<file path="src/rtl/core/swsg_pkg.sv">
// Package for the sliding window sigma gate.
// Holds the sequencer state type, config register indexes, commands and reset values.
// No dependencies.
package swsg_pkg;

  localparam int WS_W       = 5;
  localparam int DELTA_W    = 20;
  localparam int CFG_DATA_W = 20;
  localparam int CFG_IDX_W  = 2;

  localparam logic [CFG_IDX_W-1:0] CFG_WINDOW_SIZE = 2'd0;
  localparam logic [CFG_IDX_W-1:0] CFG_SIGMA_DELTA = 2'd1;

  localparam logic CMD_ADD   = 1'b0;
  localparam logic CMD_CLEAR = 1'b1;

  localparam logic [WS_W-1:0]    WS_RESET    = 5'd8;
  localparam logic [DELTA_W-1:0] DELTA_RESET = 20'd256;

  typedef enum logic [3:0] {
    S_IDLE,
    S_SUM_RD,
    S_SUM_ACC,
    S_MEAN_DIV,
    S_MEAN_SET,
    S_VAR_RD,
    S_VAR_D,
    S_VAR_MUL,
    S_VAR_DIV,
    S_SQRT,
    S_GATE_BOUND,
    S_GATE_CMP,
    S_WRITE,
    S_DONE
  } swsg_state_t;

endpackage

</file>
<file path="src/rtl/core/swsg_in_if.sv">
// Input channel of the sliding window sigma gate: valid/ready plus one point item.
// No dependencies.
interface swsg_in_if #(
  parameter int COORD_WIDTH = 32
);
  logic                   valid;
  logic                   ready;
  logic                   command;
  logic [COORD_WIDTH-1:0] x_coord;
  logic [COORD_WIDTH-1:0] y_coord;

  modport source (output valid, command, x_coord, y_coord, input ready);
  modport sink   (input valid, command, x_coord, y_coord, output ready);
endinterface

</file>
<file path="src/rtl/core/swsg_out_if.sv">
// Result channel of the sliding window sigma gate: valid/ready plus the gate verdict.
// No dependencies.
interface swsg_out_if;
  logic valid;
  logic ready;
  logic point_valid;

  modport source (output valid, point_valid, input ready);
  modport sink   (input valid, point_valid, output ready);
endinterface

</file>
<file path="src/rtl/core/sliding_window_sigma_gate_unit.sv">
// Three-sigma outlier gate over a sliding window of 2-D points.
// Depends on swsg_pkg, swsg_in_if, swsg_out_if.
//
//   channel | dir | fields                          | handshake
//   in_ch   | in  | command, x_coord, y_coord       | valid/ready
//   out_ch  | out | point_valid                     | valid/ready
//   cfg_*   | in  | cfg_index, cfg_wdata            | cfg_we, no wait
//
// A clear returns to idle without a result. A full-window add runs on one shared
// divider, one half-width multiplier and one root unit.
// Synchronous active-low reset; no clearing pass. A waiting result does not block
// the next item; a finished item holds in S_DONE while the result register is full.
module sliding_window_sigma_gate_unit
  import swsg_pkg::*;
#(
  parameter int MAX_WINDOW  = 16,
  parameter int COORD_WIDTH = 32
) (
  input  logic                  clk,
  input  logic                  rst_n,
  swsg_in_if.sink               in_ch,
  swsg_out_if.source            out_ch,
  input  logic                  cfg_we,
  input  logic [CFG_IDX_W-1:0]  cfg_index,
  input  logic [CFG_DATA_W-1:0] cfg_wdata
);

  localparam int CW   = COORD_WIDTH;
  localparam int IW   = $clog2(MAX_WINDOW);
  localparam int CNW  = $clog2(MAX_WINDOW + 1);
  localparam int SW   = CW + CNW;
  localparam int AW   = 2 * CW + CNW;
  localparam int SQW  = AW + (AW % 2);
  localparam int RW   = SQW / 2;
  localparam int HW   = (CW + 1) / 2;
  localparam int BW   = RW + 4;
  localparam int CMPW = (CW > BW) ? CW : BW;
  localparam int DCW  = $clog2(SQW + 1);

  swsg_state_t state_r, state_nxt;

  logic [WS_W-1:0]       cfg_ws_r, cfg_ws_nxt;
  logic [DELTA_W-1:0]    cfg_delta_r, cfg_delta_nxt;
  logic [CNW-1:0]        fill_r, fill_nxt;
  logic [IW-1:0]         oldest_r, oldest_nxt;
  logic [IW-1:0]         slot_r, slot_nxt;
  logic [IW-1:0]         idx_r, idx_nxt;
  logic                  axis_r, axis_nxt;
  logic                  pass_r, pass_nxt;
  logic signed [CW-1:0]  x_r, x_nxt, y_r, y_nxt;
  logic signed [SW-1:0]  sum_r, sum_nxt;
  logic                  neg_r, neg_nxt;
  logic signed [CW-1:0]  mean_r, mean_nxt;
  logic [CW-1:0]         d_r, d_nxt;
  logic [2*HW-1:0]       mul_r, mul_nxt;
  logic [1:0]            ph_r, ph_nxt;
  logic [AW-1:0]         acc_r, acc_nxt;
  logic [AW-1:0]         div_num_r, div_num_nxt;
  logic [CNW-1:0]        div_rem_r, div_rem_nxt;
  logic [DCW-1:0]        cnt_r, cnt_nxt;
  logic [SQW-1:0]        sq_val_r, sq_val_nxt;
  logic [RW+1:0]         sq_rem_r, sq_rem_nxt;
  logic [RW-1:0]         sq_root_r, sq_root_nxt;
  logic [BW-1:0]         bound_r, bound_nxt;
  logic [CW-1:0]         dist_r, dist_nxt;
  logic                  out_valid_r, out_valid_nxt;
  logic                  out_pv_r, out_pv_nxt;

  logic [2*CW-1:0]       mem [MAX_WINDOW];
  logic [2*CW-1:0]       mem_q_r;
  logic                  mem_we;
  logic [IW-1:0]         mem_wa;
  logic [2*CW-1:0]       mem_wd;

  logic [CNW-1:0]        ws_eff;
  logic                  in_acc;
  logic                  last_idx;
  logic                  full;
  logic signed [CW-1:0]  sample;
  logic signed [SW-1:0]  sum_add;
  logic [SW-1:0]         sum_neg;
  logic [SW-1:0]         sum_abs;
  logic signed [CW-1:0]  ad_a, ad_b;
  logic signed [CW:0]    ad_diff;
  logic [CW:0]           ad_neg;
  logic [CW-1:0]         ad_mag;
  logic [CNW:0]          div_sh;
  logic                  div_ge;
  logic [RW+3:0]         sq_sh, sq_trial;
  logic                  sq_ge;
  logic [HW-1:0]         m_a, m_b, d_lo, d_hi;
  logic [AW-1:0]         acc_term;
  logic [CW-1:0]         q_mag;

  // effective window size: 0 acts as 1, clipped to MAX_WINDOW
  always_comb begin
    if (cfg_ws_r == '0) begin
      ws_eff = CNW'(1);
    end else if (32'(cfg_ws_r) > 32'(MAX_WINDOW)) begin
      ws_eff = CNW'(MAX_WINDOW);
    end else begin
      ws_eff = CNW'(cfg_ws_r);
    end
  end

  assign in_acc   = in_ch.valid && in_ch.ready;
  assign full     = (fill_r >= ws_eff);
  assign last_idx = ((CNW'(idx_r) + CNW'(1)) == ws_eff);
  assign sample   = axis_r ? $signed(mem_q_r[CW-1:0]) : $signed(mem_q_r[2*CW-1:CW]);

  // shared absolute difference against the mean
  assign ad_a    = (state_r == S_VAR_D) ? sample : (axis_r ? y_r : x_r);
  assign ad_b    = mean_r;
  assign ad_diff = $signed({ad_a[CW-1], ad_a}) - $signed({ad_b[CW-1], ad_b});
  assign ad_neg  = -ad_diff;
  assign ad_mag  = ad_diff[CW] ? ad_neg[CW-1:0] : ad_diff[CW-1:0];

  assign sum_add = sum_r + SW'(sample);
  assign sum_neg = -sum_add;
  assign sum_abs = sum_add[SW-1] ? sum_neg : sum_add;

  // shared restoring divider step, divisor is the window size
  assign div_sh = {div_rem_r, div_num_r[AW-1]};
  assign div_ge = (div_sh >= {1'b0, ws_eff});

  // root step, two radicand bits per cycle
  assign sq_sh    = {sq_rem_r, sq_val_r[SQW-1:SQW-2]};
  assign sq_trial = {2'b00, sq_root_r, 2'b01};
  assign sq_ge    = (sq_sh >= sq_trial);

  // half-width multiplier operands for d*d
  assign d_lo = d_r[HW-1:0];
  assign d_hi = HW'(d_r >> HW);

  always_comb begin
    case (ph_r)
      2'd0:    begin m_a = d_lo; m_b = d_lo; end
      2'd1:    begin m_a = d_lo; m_b = d_hi; end
      default: begin m_a = d_hi; m_b = d_hi; end
    endcase
  end

  always_comb begin
    case (ph_r)
      2'd1:    acc_term = AW'(mul_r);
      2'd2:    acc_term = AW'(mul_r) << (HW + 1);
      2'd3:    acc_term = AW'(mul_r) << (2 * HW);
      default: acc_term = '0;
    endcase
  end

  assign q_mag = div_num_r[CW-1:0];

  // next state
  always_comb begin
    state_nxt = state_r;
    case (state_r)
      S_IDLE: begin
        if (in_acc) begin
          if (in_ch.command == CMD_CLEAR) begin
            state_nxt = S_IDLE;
          end else if (full) begin
            state_nxt = S_SUM_RD;
          end else begin
            state_nxt = S_DONE;
          end
        end
      end
      S_SUM_RD:  state_nxt = S_SUM_ACC;
      S_SUM_ACC: state_nxt = last_idx ? S_MEAN_DIV : S_SUM_RD;
      S_MEAN_DIV: begin
        if (cnt_r == DCW'(1)) state_nxt = S_MEAN_SET;
      end
      S_MEAN_SET: state_nxt = S_VAR_RD;
      S_VAR_RD:   state_nxt = S_VAR_D;
      S_VAR_D:    state_nxt = S_VAR_MUL;
      S_VAR_MUL: begin
        if (ph_r == 2'd3) state_nxt = last_idx ? S_VAR_DIV : S_VAR_RD;
      end
      S_VAR_DIV: begin
        if (cnt_r == DCW'(1)) state_nxt = S_SQRT;
      end
      S_SQRT: begin
        if (cnt_r == DCW'(1)) state_nxt = S_GATE_BOUND;
      end
      S_GATE_BOUND: state_nxt = S_GATE_CMP;
      S_GATE_CMP:   state_nxt = axis_r ? S_WRITE : S_SUM_RD;
      S_WRITE:      state_nxt = S_DONE;
      S_DONE: begin
        if (!out_valid_r || out_ch.ready) state_nxt = S_IDLE;
      end
      default: state_nxt = S_IDLE;
    endcase
  end

  // outputs
  always_comb begin
    in_ch.ready       = (state_r == S_IDLE);
    out_ch.valid      = out_valid_r;
    out_ch.point_valid = out_pv_r;
  end

  // datapath
  always_comb begin
    cfg_ws_nxt    = cfg_ws_r;
    cfg_delta_nxt = cfg_delta_r;
    fill_nxt      = fill_r;
    oldest_nxt    = oldest_r;
    slot_nxt      = slot_r;
    idx_nxt       = idx_r;
    axis_nxt      = axis_r;
    pass_nxt      = pass_r;
    x_nxt         = x_r;
    y_nxt         = y_r;
    sum_nxt       = sum_r;
    neg_nxt       = neg_r;
    mean_nxt      = mean_r;
    d_nxt         = d_r;
    mul_nxt       = mul_r;
    ph_nxt        = ph_r;
    acc_nxt       = acc_r;
    div_num_nxt   = div_num_r;
    div_rem_nxt   = div_rem_r;
    cnt_nxt       = cnt_r;
    sq_val_nxt    = sq_val_r;
    sq_rem_nxt    = sq_rem_r;
    sq_root_nxt   = sq_root_r;
    bound_nxt     = bound_r;
    dist_nxt      = dist_r;
    out_valid_nxt = out_valid_r;
    out_pv_nxt    = out_pv_r;
    mem_we        = 1'b0;
    mem_wa        = slot_r;
    mem_wd        = {x_r, y_r};

    if (out_valid_r && out_ch.ready) out_valid_nxt = 1'b0;

    case (state_r)
      S_IDLE: begin
        if (in_acc) begin
          x_nxt    = $signed(in_ch.x_coord[CW-1:0]);
          y_nxt    = $signed(in_ch.y_coord[CW-1:0]);
          idx_nxt  = '0;
          axis_nxt = 1'b0;
          pass_nxt = 1'b0;
          sum_nxt  = '0;
          if (in_ch.command == CMD_CLEAR) begin
            fill_nxt   = '0;
            oldest_nxt = '0;
          end else if (full) begin
            pass_nxt = 1'b1;
            slot_nxt = (CNW'(oldest_r) < ws_eff) ? oldest_r : '0;
          end else begin
            mem_we     = 1'b1;
            mem_wa     = fill_r[IW-1:0];
            mem_wd     = {in_ch.x_coord[CW-1:0], in_ch.y_coord[CW-1:0]};
            fill_nxt   = fill_r + CNW'(1);
            oldest_nxt = '0;
          end
        end
      end
      S_SUM_ACC: begin
        sum_nxt = sum_add;
        idx_nxt = idx_r + IW'(1);
        if (last_idx) begin
          neg_nxt     = sum_add[SW-1];
          div_num_nxt = AW'(sum_abs);
          div_rem_nxt = '0;
          cnt_nxt     = DCW'(AW);
        end
      end
      S_MEAN_DIV, S_VAR_DIV: begin
        div_num_nxt = {div_num_r[AW-2:0], div_ge};
        div_rem_nxt = div_ge ? CNW'(div_sh - {1'b0, ws_eff}) : CNW'(div_sh);
        cnt_nxt     = cnt_r - DCW'(1);
        if (state_r == S_VAR_DIV && cnt_r == DCW'(1)) begin
          sq_val_nxt  = SQW'({div_num_r[AW-2:0], div_ge});
          sq_rem_nxt  = '0;
          sq_root_nxt = '0;
          cnt_nxt     = DCW'(RW);
        end
      end
      S_MEAN_SET: begin
        mean_nxt = neg_r ? $signed(-q_mag) : $signed(q_mag);
        idx_nxt  = '0;
        acc_nxt  = '0;
      end
      S_VAR_D: begin
        d_nxt  = ad_mag;
        ph_nxt = 2'd0;
      end
      S_VAR_MUL: begin
        mul_nxt = {{HW{1'b0}}, m_a} * {{HW{1'b0}}, m_b};
        acc_nxt = acc_r + acc_term;
        ph_nxt  = ph_r + 2'd1;
        if (ph_r == 2'd3) begin
          idx_nxt = idx_r + IW'(1);
          if (last_idx) begin
            div_num_nxt = acc_r + acc_term;
            div_rem_nxt = '0;
            cnt_nxt     = DCW'(AW);
          end
        end
      end
      S_SQRT: begin
        sq_val_nxt  = sq_val_r << 2;
        sq_rem_nxt  = sq_ge ? (RW+2)'(sq_sh - sq_trial) : (RW+2)'(sq_sh);
        sq_root_nxt = {sq_root_r[RW-2:0], sq_ge};
        cnt_nxt     = cnt_r - DCW'(1);
      end
      S_GATE_BOUND: begin
        bound_nxt = BW'({sq_root_r, 1'b0}) + BW'(sq_root_r) + BW'(cfg_delta_r);
        dist_nxt  = ad_mag;
      end
      S_GATE_CMP: begin
        pass_nxt = pass_r && (CMPW'(dist_r) <= CMPW'(bound_r));
        axis_nxt = 1'b1;
        idx_nxt  = '0;
        sum_nxt  = '0;
      end
      S_WRITE: begin
        mem_we     = 1'b1;
        oldest_nxt = ((CNW'(slot_r) + CNW'(1)) == ws_eff) ? '0 : slot_r + IW'(1);
        fill_nxt   = ws_eff;
      end
      S_DONE: begin
        if (!out_valid_r || out_ch.ready) begin
          out_valid_nxt = 1'b1;
          out_pv_nxt    = pass_r;
        end
      end
      default: ;
    endcase

    if (cfg_we) begin
      case (cfg_index)
        CFG_WINDOW_SIZE: begin
          cfg_ws_nxt = cfg_wdata[WS_W-1:0];
          fill_nxt   = '0;
          oldest_nxt = '0;
        end
        CFG_SIGMA_DELTA: cfg_delta_nxt = cfg_wdata[DELTA_W-1:0];
        default: ;
      endcase
    end
  end

  always_ff @(posedge clk) begin
    if (mem_we) mem[mem_wa] <= mem_wd;
    mem_q_r <= mem[idx_r];
  end

  always_ff @(posedge clk) begin
    if (!rst_n) begin
      state_r     <= S_IDLE;
      cfg_ws_r    <= WS_RESET;
      cfg_delta_r <= DELTA_RESET;
      fill_r      <= '0;
      oldest_r    <= '0;
      out_valid_r <= 1'b0;
    end else begin
      state_r     <= state_nxt;
      cfg_ws_r    <= cfg_ws_nxt;
      cfg_delta_r <= cfg_delta_nxt;
      fill_r      <= fill_nxt;
      oldest_r    <= oldest_nxt;
      out_valid_r <= out_valid_nxt;
    end
  end

  always_ff @(posedge clk) begin
    slot_r    <= slot_nxt;
    idx_r     <= idx_nxt;
    axis_r    <= axis_nxt;
    pass_r    <= pass_nxt;
    x_r       <= x_nxt;
    y_r       <= y_nxt;
    sum_r     <= sum_nxt;
    neg_r     <= neg_nxt;
    mean_r    <= mean_nxt;
    d_r       <= d_nxt;
    mul_r     <= mul_nxt;
    ph_r      <= ph_nxt;
    acc_r     <= acc_nxt;
    div_num_r <= div_num_nxt;
    div_rem_r <= div_rem_nxt;
    cnt_r     <= cnt_nxt;
    sq_val_r  <= sq_val_nxt;
    sq_rem_r  <= sq_rem_nxt;
    sq_root_r <= sq_root_nxt;
    bound_r   <= bound_nxt;
    dist_r    <= dist_nxt;
    out_pv_r  <= out_pv_nxt;
  end

endmodule

</file>
<file path="src/flat_wrapper.sv">
// flat-port wrapper written by rule: the top's interface ports become plain ports
module sliding_window_sigma_gate_unit_flat import swsg_pkg::*;
#(
  parameter int MAX_WINDOW  = 16,
  parameter int COORD_WIDTH = 32
)
  (clk, rst_n, cfg_we, cfg_index, cfg_wdata, in_ch_valid, in_ch_command, in_ch_x_coord, in_ch_y_coord, in_ch_ready, out_ch_valid, out_ch_point_valid, out_ch_ready);
  swsg_in_if #(.COORD_WIDTH(COORD_WIDTH)) in_ch_i ();
  swsg_out_if out_ch_i ();
  input  logic clk;
  input  logic rst_n;
  input  logic cfg_we;
  input  logic [CFG_IDX_W-1:0] cfg_index;
  input  logic [CFG_DATA_W-1:0] cfg_wdata;
  input wire logic [$bits(in_ch_i.valid)-1:0] in_ch_valid;
  input wire logic [$bits(in_ch_i.command)-1:0] in_ch_command;
  input wire logic [$bits(in_ch_i.x_coord)-1:0] in_ch_x_coord;
  input wire logic [$bits(in_ch_i.y_coord)-1:0] in_ch_y_coord;
  output wire logic [$bits(in_ch_i.ready)-1:0] in_ch_ready;
  output wire logic [$bits(out_ch_i.valid)-1:0] out_ch_valid;
  output wire logic [$bits(out_ch_i.point_valid)-1:0] out_ch_point_valid;
  input wire logic [$bits(out_ch_i.ready)-1:0] out_ch_ready;
  assign in_ch_i.valid = in_ch_valid;
  assign in_ch_i.command = in_ch_command;
  assign in_ch_i.x_coord = in_ch_x_coord;
  assign in_ch_i.y_coord = in_ch_y_coord;
  assign in_ch_ready = in_ch_i.ready;
  assign out_ch_valid = out_ch_i.valid;
  assign out_ch_point_valid = out_ch_i.point_valid;
  assign out_ch_i.ready = out_ch_ready;
  sliding_window_sigma_gate_unit #(.MAX_WINDOW(MAX_WINDOW), .COORD_WIDTH(COORD_WIDTH)) u_core (.clk(clk), .rst_n(rst_n), .in_ch(in_ch_i), .out_ch(out_ch_i), .cfg_we(cfg_we), .cfg_index(cfg_index), .cfg_wdata(cfg_wdata));
endmodule
</file>
<file path="config.mk">
export PLATFORM = sky130hd
export DESIGN_NAME = sliding_window_sigma_gate_unit_flat
export DESIGN_NICKNAME = d
export VERILOG_FILES = /design/src/rtl/core/swsg_pkg.sv /design/src/rtl/core/swsg_in_if.sv /design/src/rtl/core/swsg_out_if.sv /design/src/rtl/core/sliding_window_sigma_gate_unit.sv /design/src/flat_wrapper.sv
export SDC_FILE = /design/constraint.sdc
export NUM_CORES = 2
export LEC_CHECK = 0
export BUFFER_PORTS_ARGS = -buffer_cell sky130_fd_sc_hd__buf_2
export CORE_MARGIN = 4
export CORE_UTILIZATION = 45
export DETAILED_ROUTE_END_ITERATION = 10
export GPL_ROUTABILITY_DRIVEN = 0
export HOLD_SLACK_MARGIN = 0.15
export SLEW_MARGIN = 20
export SYNTH_ARGS = -nofsm -noshare
export SYNTH_HDL_FRONTEND = slang
export SYNTH_SLANG_ARGS = --single-unit
</file>
<file path="constraint.sdc">
create_clock -name clk -period 22.7 [get_ports clk]
set_input_delay 1.135 -clock clk [delete_from_list [all_inputs] [get_ports clk]]
set_output_delay 1.135 -clock clk [all_outputs]
set_load 0.01 [all_outputs]
</file>
# After elaboration in Yosys (flattened, before gate mapping)
# Memory sizes are Yosys's and may differ from the RTL's. A register that Yosys moved wholly into a read port is not among the register bits.
# Cells that the tools add are included.
[op_classes]
mux = 85
bitwise = 1
add_sub_neg = 17
n_eq_ne = 29
n_lt_le_gt_ge = 6
reduce_logical = 35
n_mul = 1
[op_table]
columns = ["op", "n"]
rows = [
  ["2-to-1 mux 64 bit", 4],
  ["2-to-1 mux 69 bit", 3],
  ["case mux 69 bit (3 select lines)", 1],
  ["case mux 64 bit (3 select lines)", 1],
  ["2-to-1 mux 32 bit", 5],
  ["2-to-1 mux 37 bit", 4],
  ["case mux 70 bit (2 select lines)", 1],
  ["case mux 69 bit (2 select lines)", 1],
  ["case mux 37 bit (3 select lines)", 1],
  ["2-to-1 mux 4 bit", 22],
  ["case mux 37 bit (2 select lines)", 1],
  ["2-to-1 mux 70 bit", 1],
  ["case mux 35 bit (2 select lines)", 1],
  ["adder 69 x 64 -> 69 bit", 1],
  ["negation 32 bit", 2],
  ["case mux 4 bit (14 select lines)", 1],
  ["2-to-1 mux 5 bit", 10],
  ["adder 39 x 20 -> 39 bit", 1],
  ["greater-or-equal comparator 39 x 37 -> 1 bit", 1],
  ["less-or-equal comparator 32 x 39 -> 1 bit", 1],
  ["adder 36 x 35 -> 37 bit", 1],
  ["adder 37 x 32 -> 37 bit", 1],
  ["negation 37 bit", 1],
  ["subtractor 37 bit", 1],
  ["other kinds (49)", 107],
]
[totals]
register_bits = 613
inputBits = 92
ram_bits = 1024
memories = 1
wordCells = 203
output_inout_bits = 3
[mem_list]
columns = ["name", "words", "width", "read_ports", "rd_clocked_by_memory_dff", "write_ports", "line_no", "rtl"]
rows = [
  ["u_core.mem", 16, 64, 1, 1, 1, "sliding_window_sigma_gate_unit.sv:69", "logic [2*CW-1:0] mem [MAX_WINDOW];"],
]

# Logic depth before layout (Yosys ltp)
[depth]
word_depth = 10
ltp_mapped = 32
depth_no_buf = 30

# Worst setup path before layout
# OpenSTA, ideal clock, no wires.
[synth_path]
path_kind = "register to register"
startpoint = "register u_core.ph_r[0]"
endpoint = "register u_core.mul_r[31] (data pin)"
t_arrival_ns = 7.644
stages_incl_launch_ff = 29
setup_ns = 0.260
slack_ns = 14.796
cell_sequence = "edfxtp_1 inv_1 ha_1 nor2_1 clkbuf_1 buf_1 mux2i_1 nor2_1 fa_1 inv_1 fa_1 fa_1 inv_1 fa_1 fa_1 inv_1 fa_1 inv_1 ha_1 nor2b_1 or4_1 a21oi_1 nor3_1 a41oi_1 a311oi_1 o31ai_1 o21bai_1 a21oi_1 xnor2_1"
[synth_between]
elab_chain_len = 4
elab_cells_between_ends = 6
classes_between = "mul: 1; eq/ne: 1; mux: 2; reduce/logical: 2"
[synth_rtl]
columns = ["element", "line_no", "rtl"]
rows = [
  ["start: declaration", "sliding_window_sigma_gate_unit.sv:56", "logic [1:0] ph_r, ph_nxt;"],
  ["start signal: assignment", "sliding_window_sigma_gate_unit.sv:383", "ph_r <= ph_nxt;"],
  ["equality test 2 x 1 -> 1 bit / zero test 2 bit (equally long branches)", "sliding_window_sigma_gate_unit.sv:136", "case (ph_r)"],
  ["OR reduction 2 bit (no source line)", "-", ""],
  ["2-to-1 mux 16 bit", "sliding_window_sigma_gate_unit.sv:136", ""],
  ["multiplier 16 x 16 -> 32 bit (*)", "sliding_window_sigma_gate_unit.sv:293", "mul_nxt = {{HW{1'b0}}, m_a} * {{HW{1'b0}}, m_b};"],
  ["end signal: assignment", "sliding_window_sigma_gate_unit.sv:382", "mul_r <= mul_nxt;"],
  ["end: declaration", "sliding_window_sigma_gate_unit.sv:55", "logic [2*HW-1:0] mul_r, mul_nxt;"],
]
# Every way passes the cells marked *; elsewhere a longest branch is shown, timed or not.
# A chain may end at the register's enable or synchronous reset.

# Final worst setup path
# Same ends and word-level chain as after synthesis.

==> results.txt <==
----------------------------------------------------
[Hold path]
  Hold Crit Start ... u_core.pass_r
  Kind of path behind the tightest hold check ... reg -> reg

[GRT]
  Maximum number of pins on one net before global-route repair ... 106
  M2 GR Usage ... 39.8%
  Met3 Use GR ... 3.08%
  Antenna violations before repair ... 17
  Busiest layer in global routing ... met2
  Remaining global-route overflow ... 0
  Met1 demand-to-capacity share in global routing ... 31.9%
  Total track usage ... 23.8%
  Via count of the first global-routing pass ... 57,700
  Wire length of the first global-routing pass ... 376,000 um

[Critical path]
  Signal arrival time at the worst endpoint ... 9180 ps
  Crit Path Category ... reg -> reg
  Crit start category ... flop
  Slowest stage cell on the critical path ... sky130_fd_sc_hd__mux2i_1
  Max stage delay on crit path ... 980 ps
  Required @ worst endpoint ... 23,220 ps
  Category of the worst setup path capture point ... flop
  FF-to-FF Start ... u_core.ph_r[0]
  Kind of cell adding the most delay to the critical path ... adder cells
  Cell repeated most along the worst path ... sky130_fd_sc_hd__fa_1
  Start point of the critical path ... u_core.ph_r[0]
  Largest fanout on the critical path ... 31
  Number of buffer and inverter instances along the worst setup path ... 6

[Route]
  Iteration count of the initial detailed-routing pass ... 6
  Number of design-rule violations left by the first detailed-router iteration ... 5,687
  Residual antenna-violating net count after detailed routing ... 0
  Number of vias after detailed routing ... 58,900
  Drt via density ... 5.84
  Routed Wire Length ... 253,000 um
  Routed WL per cell ... 25.1 um
  Number of DRC violations after detailed routing ... 0

[Placed design]
  Total cell area at the placement stage ... 93,700 um2
  Post-detail-place hpwl ... 171,000 um
  # port buffers ... 94

[Clocking]
  CTS tree ... done
  Cts bufs inserted ... 177
  Quantity of gates resized following cts ... 0
  Clock tree root driver cell ... sky130_fd_sc_hd__clkbuf_16
  Sink count of the clock tree ... 1,700
  Number of levels the H-tree was split into ... 4
  Number of buffers added for setup after CTS ... 0
  Hold Buf Count CTS ... 0
  Source-to-sink clock delay at the later pin of the worst-skew pair ... 840 ps
  Clk pin slew, worst setup/hold paths ... 60 ps
  Max Root-Sink Buffers ... 3

[Floorplanning]
  Width of the chip ... 455 um
  Die span in y ... 455 um
  Top-level I/O count ... 95
  Number of placement rows ... 163
  Starting density of the core ... 45.4%
  CORE AREA ... 198,000 um2
  Full die area ... 207,000 um2

[Status]
  Status ... finished, final reports clean

[Layout]
  Number of inserted filler cells in the final layout ... 17,300
  Final Instance Area ... 99,700 um2
  Most common library cell in the layout ignoring fill and taps ... sky130_fd_sc_hd__edfxtp_1
  Number of nets in the layout ... 7,966
  Area growth from synthesis to layout ... 10.6%
  Fraction of final layout cells sized beyond drive strength 1 ... 11.3%
  Commonest cells after routing, fill and taps aside ... 1,597 x sky130_fd_sc_hd__edfxtp_1, 725 x sky130_fd_sc_hd__nand2_1, 486 x sky130_fd_sc_hd__nor2_1

[Logic synthesis]
  Mapped Cells ... 7,229
  Ys flop type ... sky130_fd_sc_hd__edfxtp_1
  Async S/R FF share, synth ... 0%
  Synthesized area per cell ... 12.5 um2
  Portion of the post-synthesis area used by sequential elements ... 55.5%
  Number of enable-type register cells in the synthesized netlist ... 1,597
  Net count after synthesis ... 7,908
  Number of warning messages in the yosys log ... 0
  Number of storage elements in the synthesis netlist ... 1,700
  Distinct cells, synth ... 86
  Area of the mapped netlist ... 90,100 um2

[Timing]
  Final clock skew ... 91.1 ps
  RSZ-0062 raised after global routing ... no
  Minimum clock period after layout ... 8660 ps
  Slew HR ... 17.7%
  Highest clock rate ... 115 MHz
  Number of pins exceeding their max-slew limit in the final report ... 0
  Setup violators final ... 0
  Final Hold Vio Count ... 0
  Slew @ Worst Pin ... 1220 ps
  Sum of negative setup slack ... 0 ps
  Final period util ... 38.1%

[Power and ir drop]
  Largest vdd supply drop ... 122 uV
  Power density over the cells ... 133 nW/um2
  Static leakage ... 37.4 nW

[Job]
  Max Cap Violations ... 0

----------------------------------------------------
state kept, by name, indices dropped and copies added, names as in the netlist, 37 cells and up:
register	count
u_core.sq_rem_r	37
u_core.sum_r	37
u_core.bound_r	38
u_core.sq_val_r	70
u_core.div_num_r	69
u_core.acc_r	69
u_core.mem_q_r	64
u_core.mem	1024
Yosys cell counts, drive strengths merged (103+ instances only):
cell type,instances,area (um2)
edfxtp,1597,48000
nand2,728,2730
nor2,506,1920
inv,433,1630
ha,387,4840
a21oi,386,1930
o21ai,368,1840
mux2i,306,3060
clkbuf,249,935
xnor2,232,2030
fa,200,4000
mux2,192,2160
a21o,161,1210
mux4,128,2880
dfxtp,103,2060
power by group:
group          leakage, nW  internal [mW]  switching (mW)
clock                 2.88           1.69            1.27
sequential            15.3           4.26           0.212
combinational         19.2           2.13            3.75
worst register-to-register path, delay by kind of cell, from the launching register on:
family	cells	cell delay, ps
multiplexers	1	990
adder cells (fa/ha/maj)	8	3510
buffers and inverters	6	820
AND/OR/NAND/NOR	5	900
flip-flops	1	410
XOR/XNOR	1	90
AO/OA/AOI/OAI	7	1710
worst paths after layout:
check | endpoint | slack (ps) | cells past startpoint
worst max-delay path | u_core.mul_r[31] | 14040 | 28
worst max register to register | u_core.mul_r[31] | 14040 | 28
worst min-delay path | u_core.out_ch.point_valid | 460 | 0
worst min register to register | u_core.out_ch.point_valid | 460 | 0
layer usage:
| layer | vias to the layer above | share of wire, % |
|---|---|---|
| met3 | 412 | 5.6 |
| li1 | 26800 | - |
| met1 | 29800 | 42 |
| met4 | 0 | 3.8 |
| met5 | - | 0 |
| met2 | 1915 | 48 |
through the flow:
stage               worst slack [ps]  power (mW)  hold slack [ps]  util (%)  std cells
floorplan                      14800        8.49              426         -       7229
global placement               14150        10.3              439      47.3       9748
detailed placement             14210        10.3              453      47.3       9748
CTS                            14190        13.3              421      50.3      10100
global route                   13620        14.0              451      50.3      10100
finish                         14040        13.3              465      50.3      10100
logic make-up after synthesis:
family	share of synthesized area (%)
AND/OR/NAND/NOR	9.11
multiplexers	9.00
adder cells (fa/ha/maj)	9.82
AO/OA/AOI/OAI	10.2
XOR/XNOR	3.20
flip-flops	55.5
buffers and inverters	3.11
cell type report:
| type | instances | area (um2) | area share [%] |
|---|---|---|---|
| timing repair buffer | 186 | 1200 | 1.20 |
| sequential | 1700 | 50000 | 50.2 |
| clock buffer | 242 | 4920 | 4.93 |
| antenna | 6 | 15.0 | 0.0151 |
| inverter | 433 | 1630 | 1.63 |
| tap | 2640 | 3300 | 3.31 |
| multi-input combinational | 4789 | 37500 | 37.7 |
| clock inverter | 87 | 1050 | 1.06 |
Power figures use the tool's default switching activity.
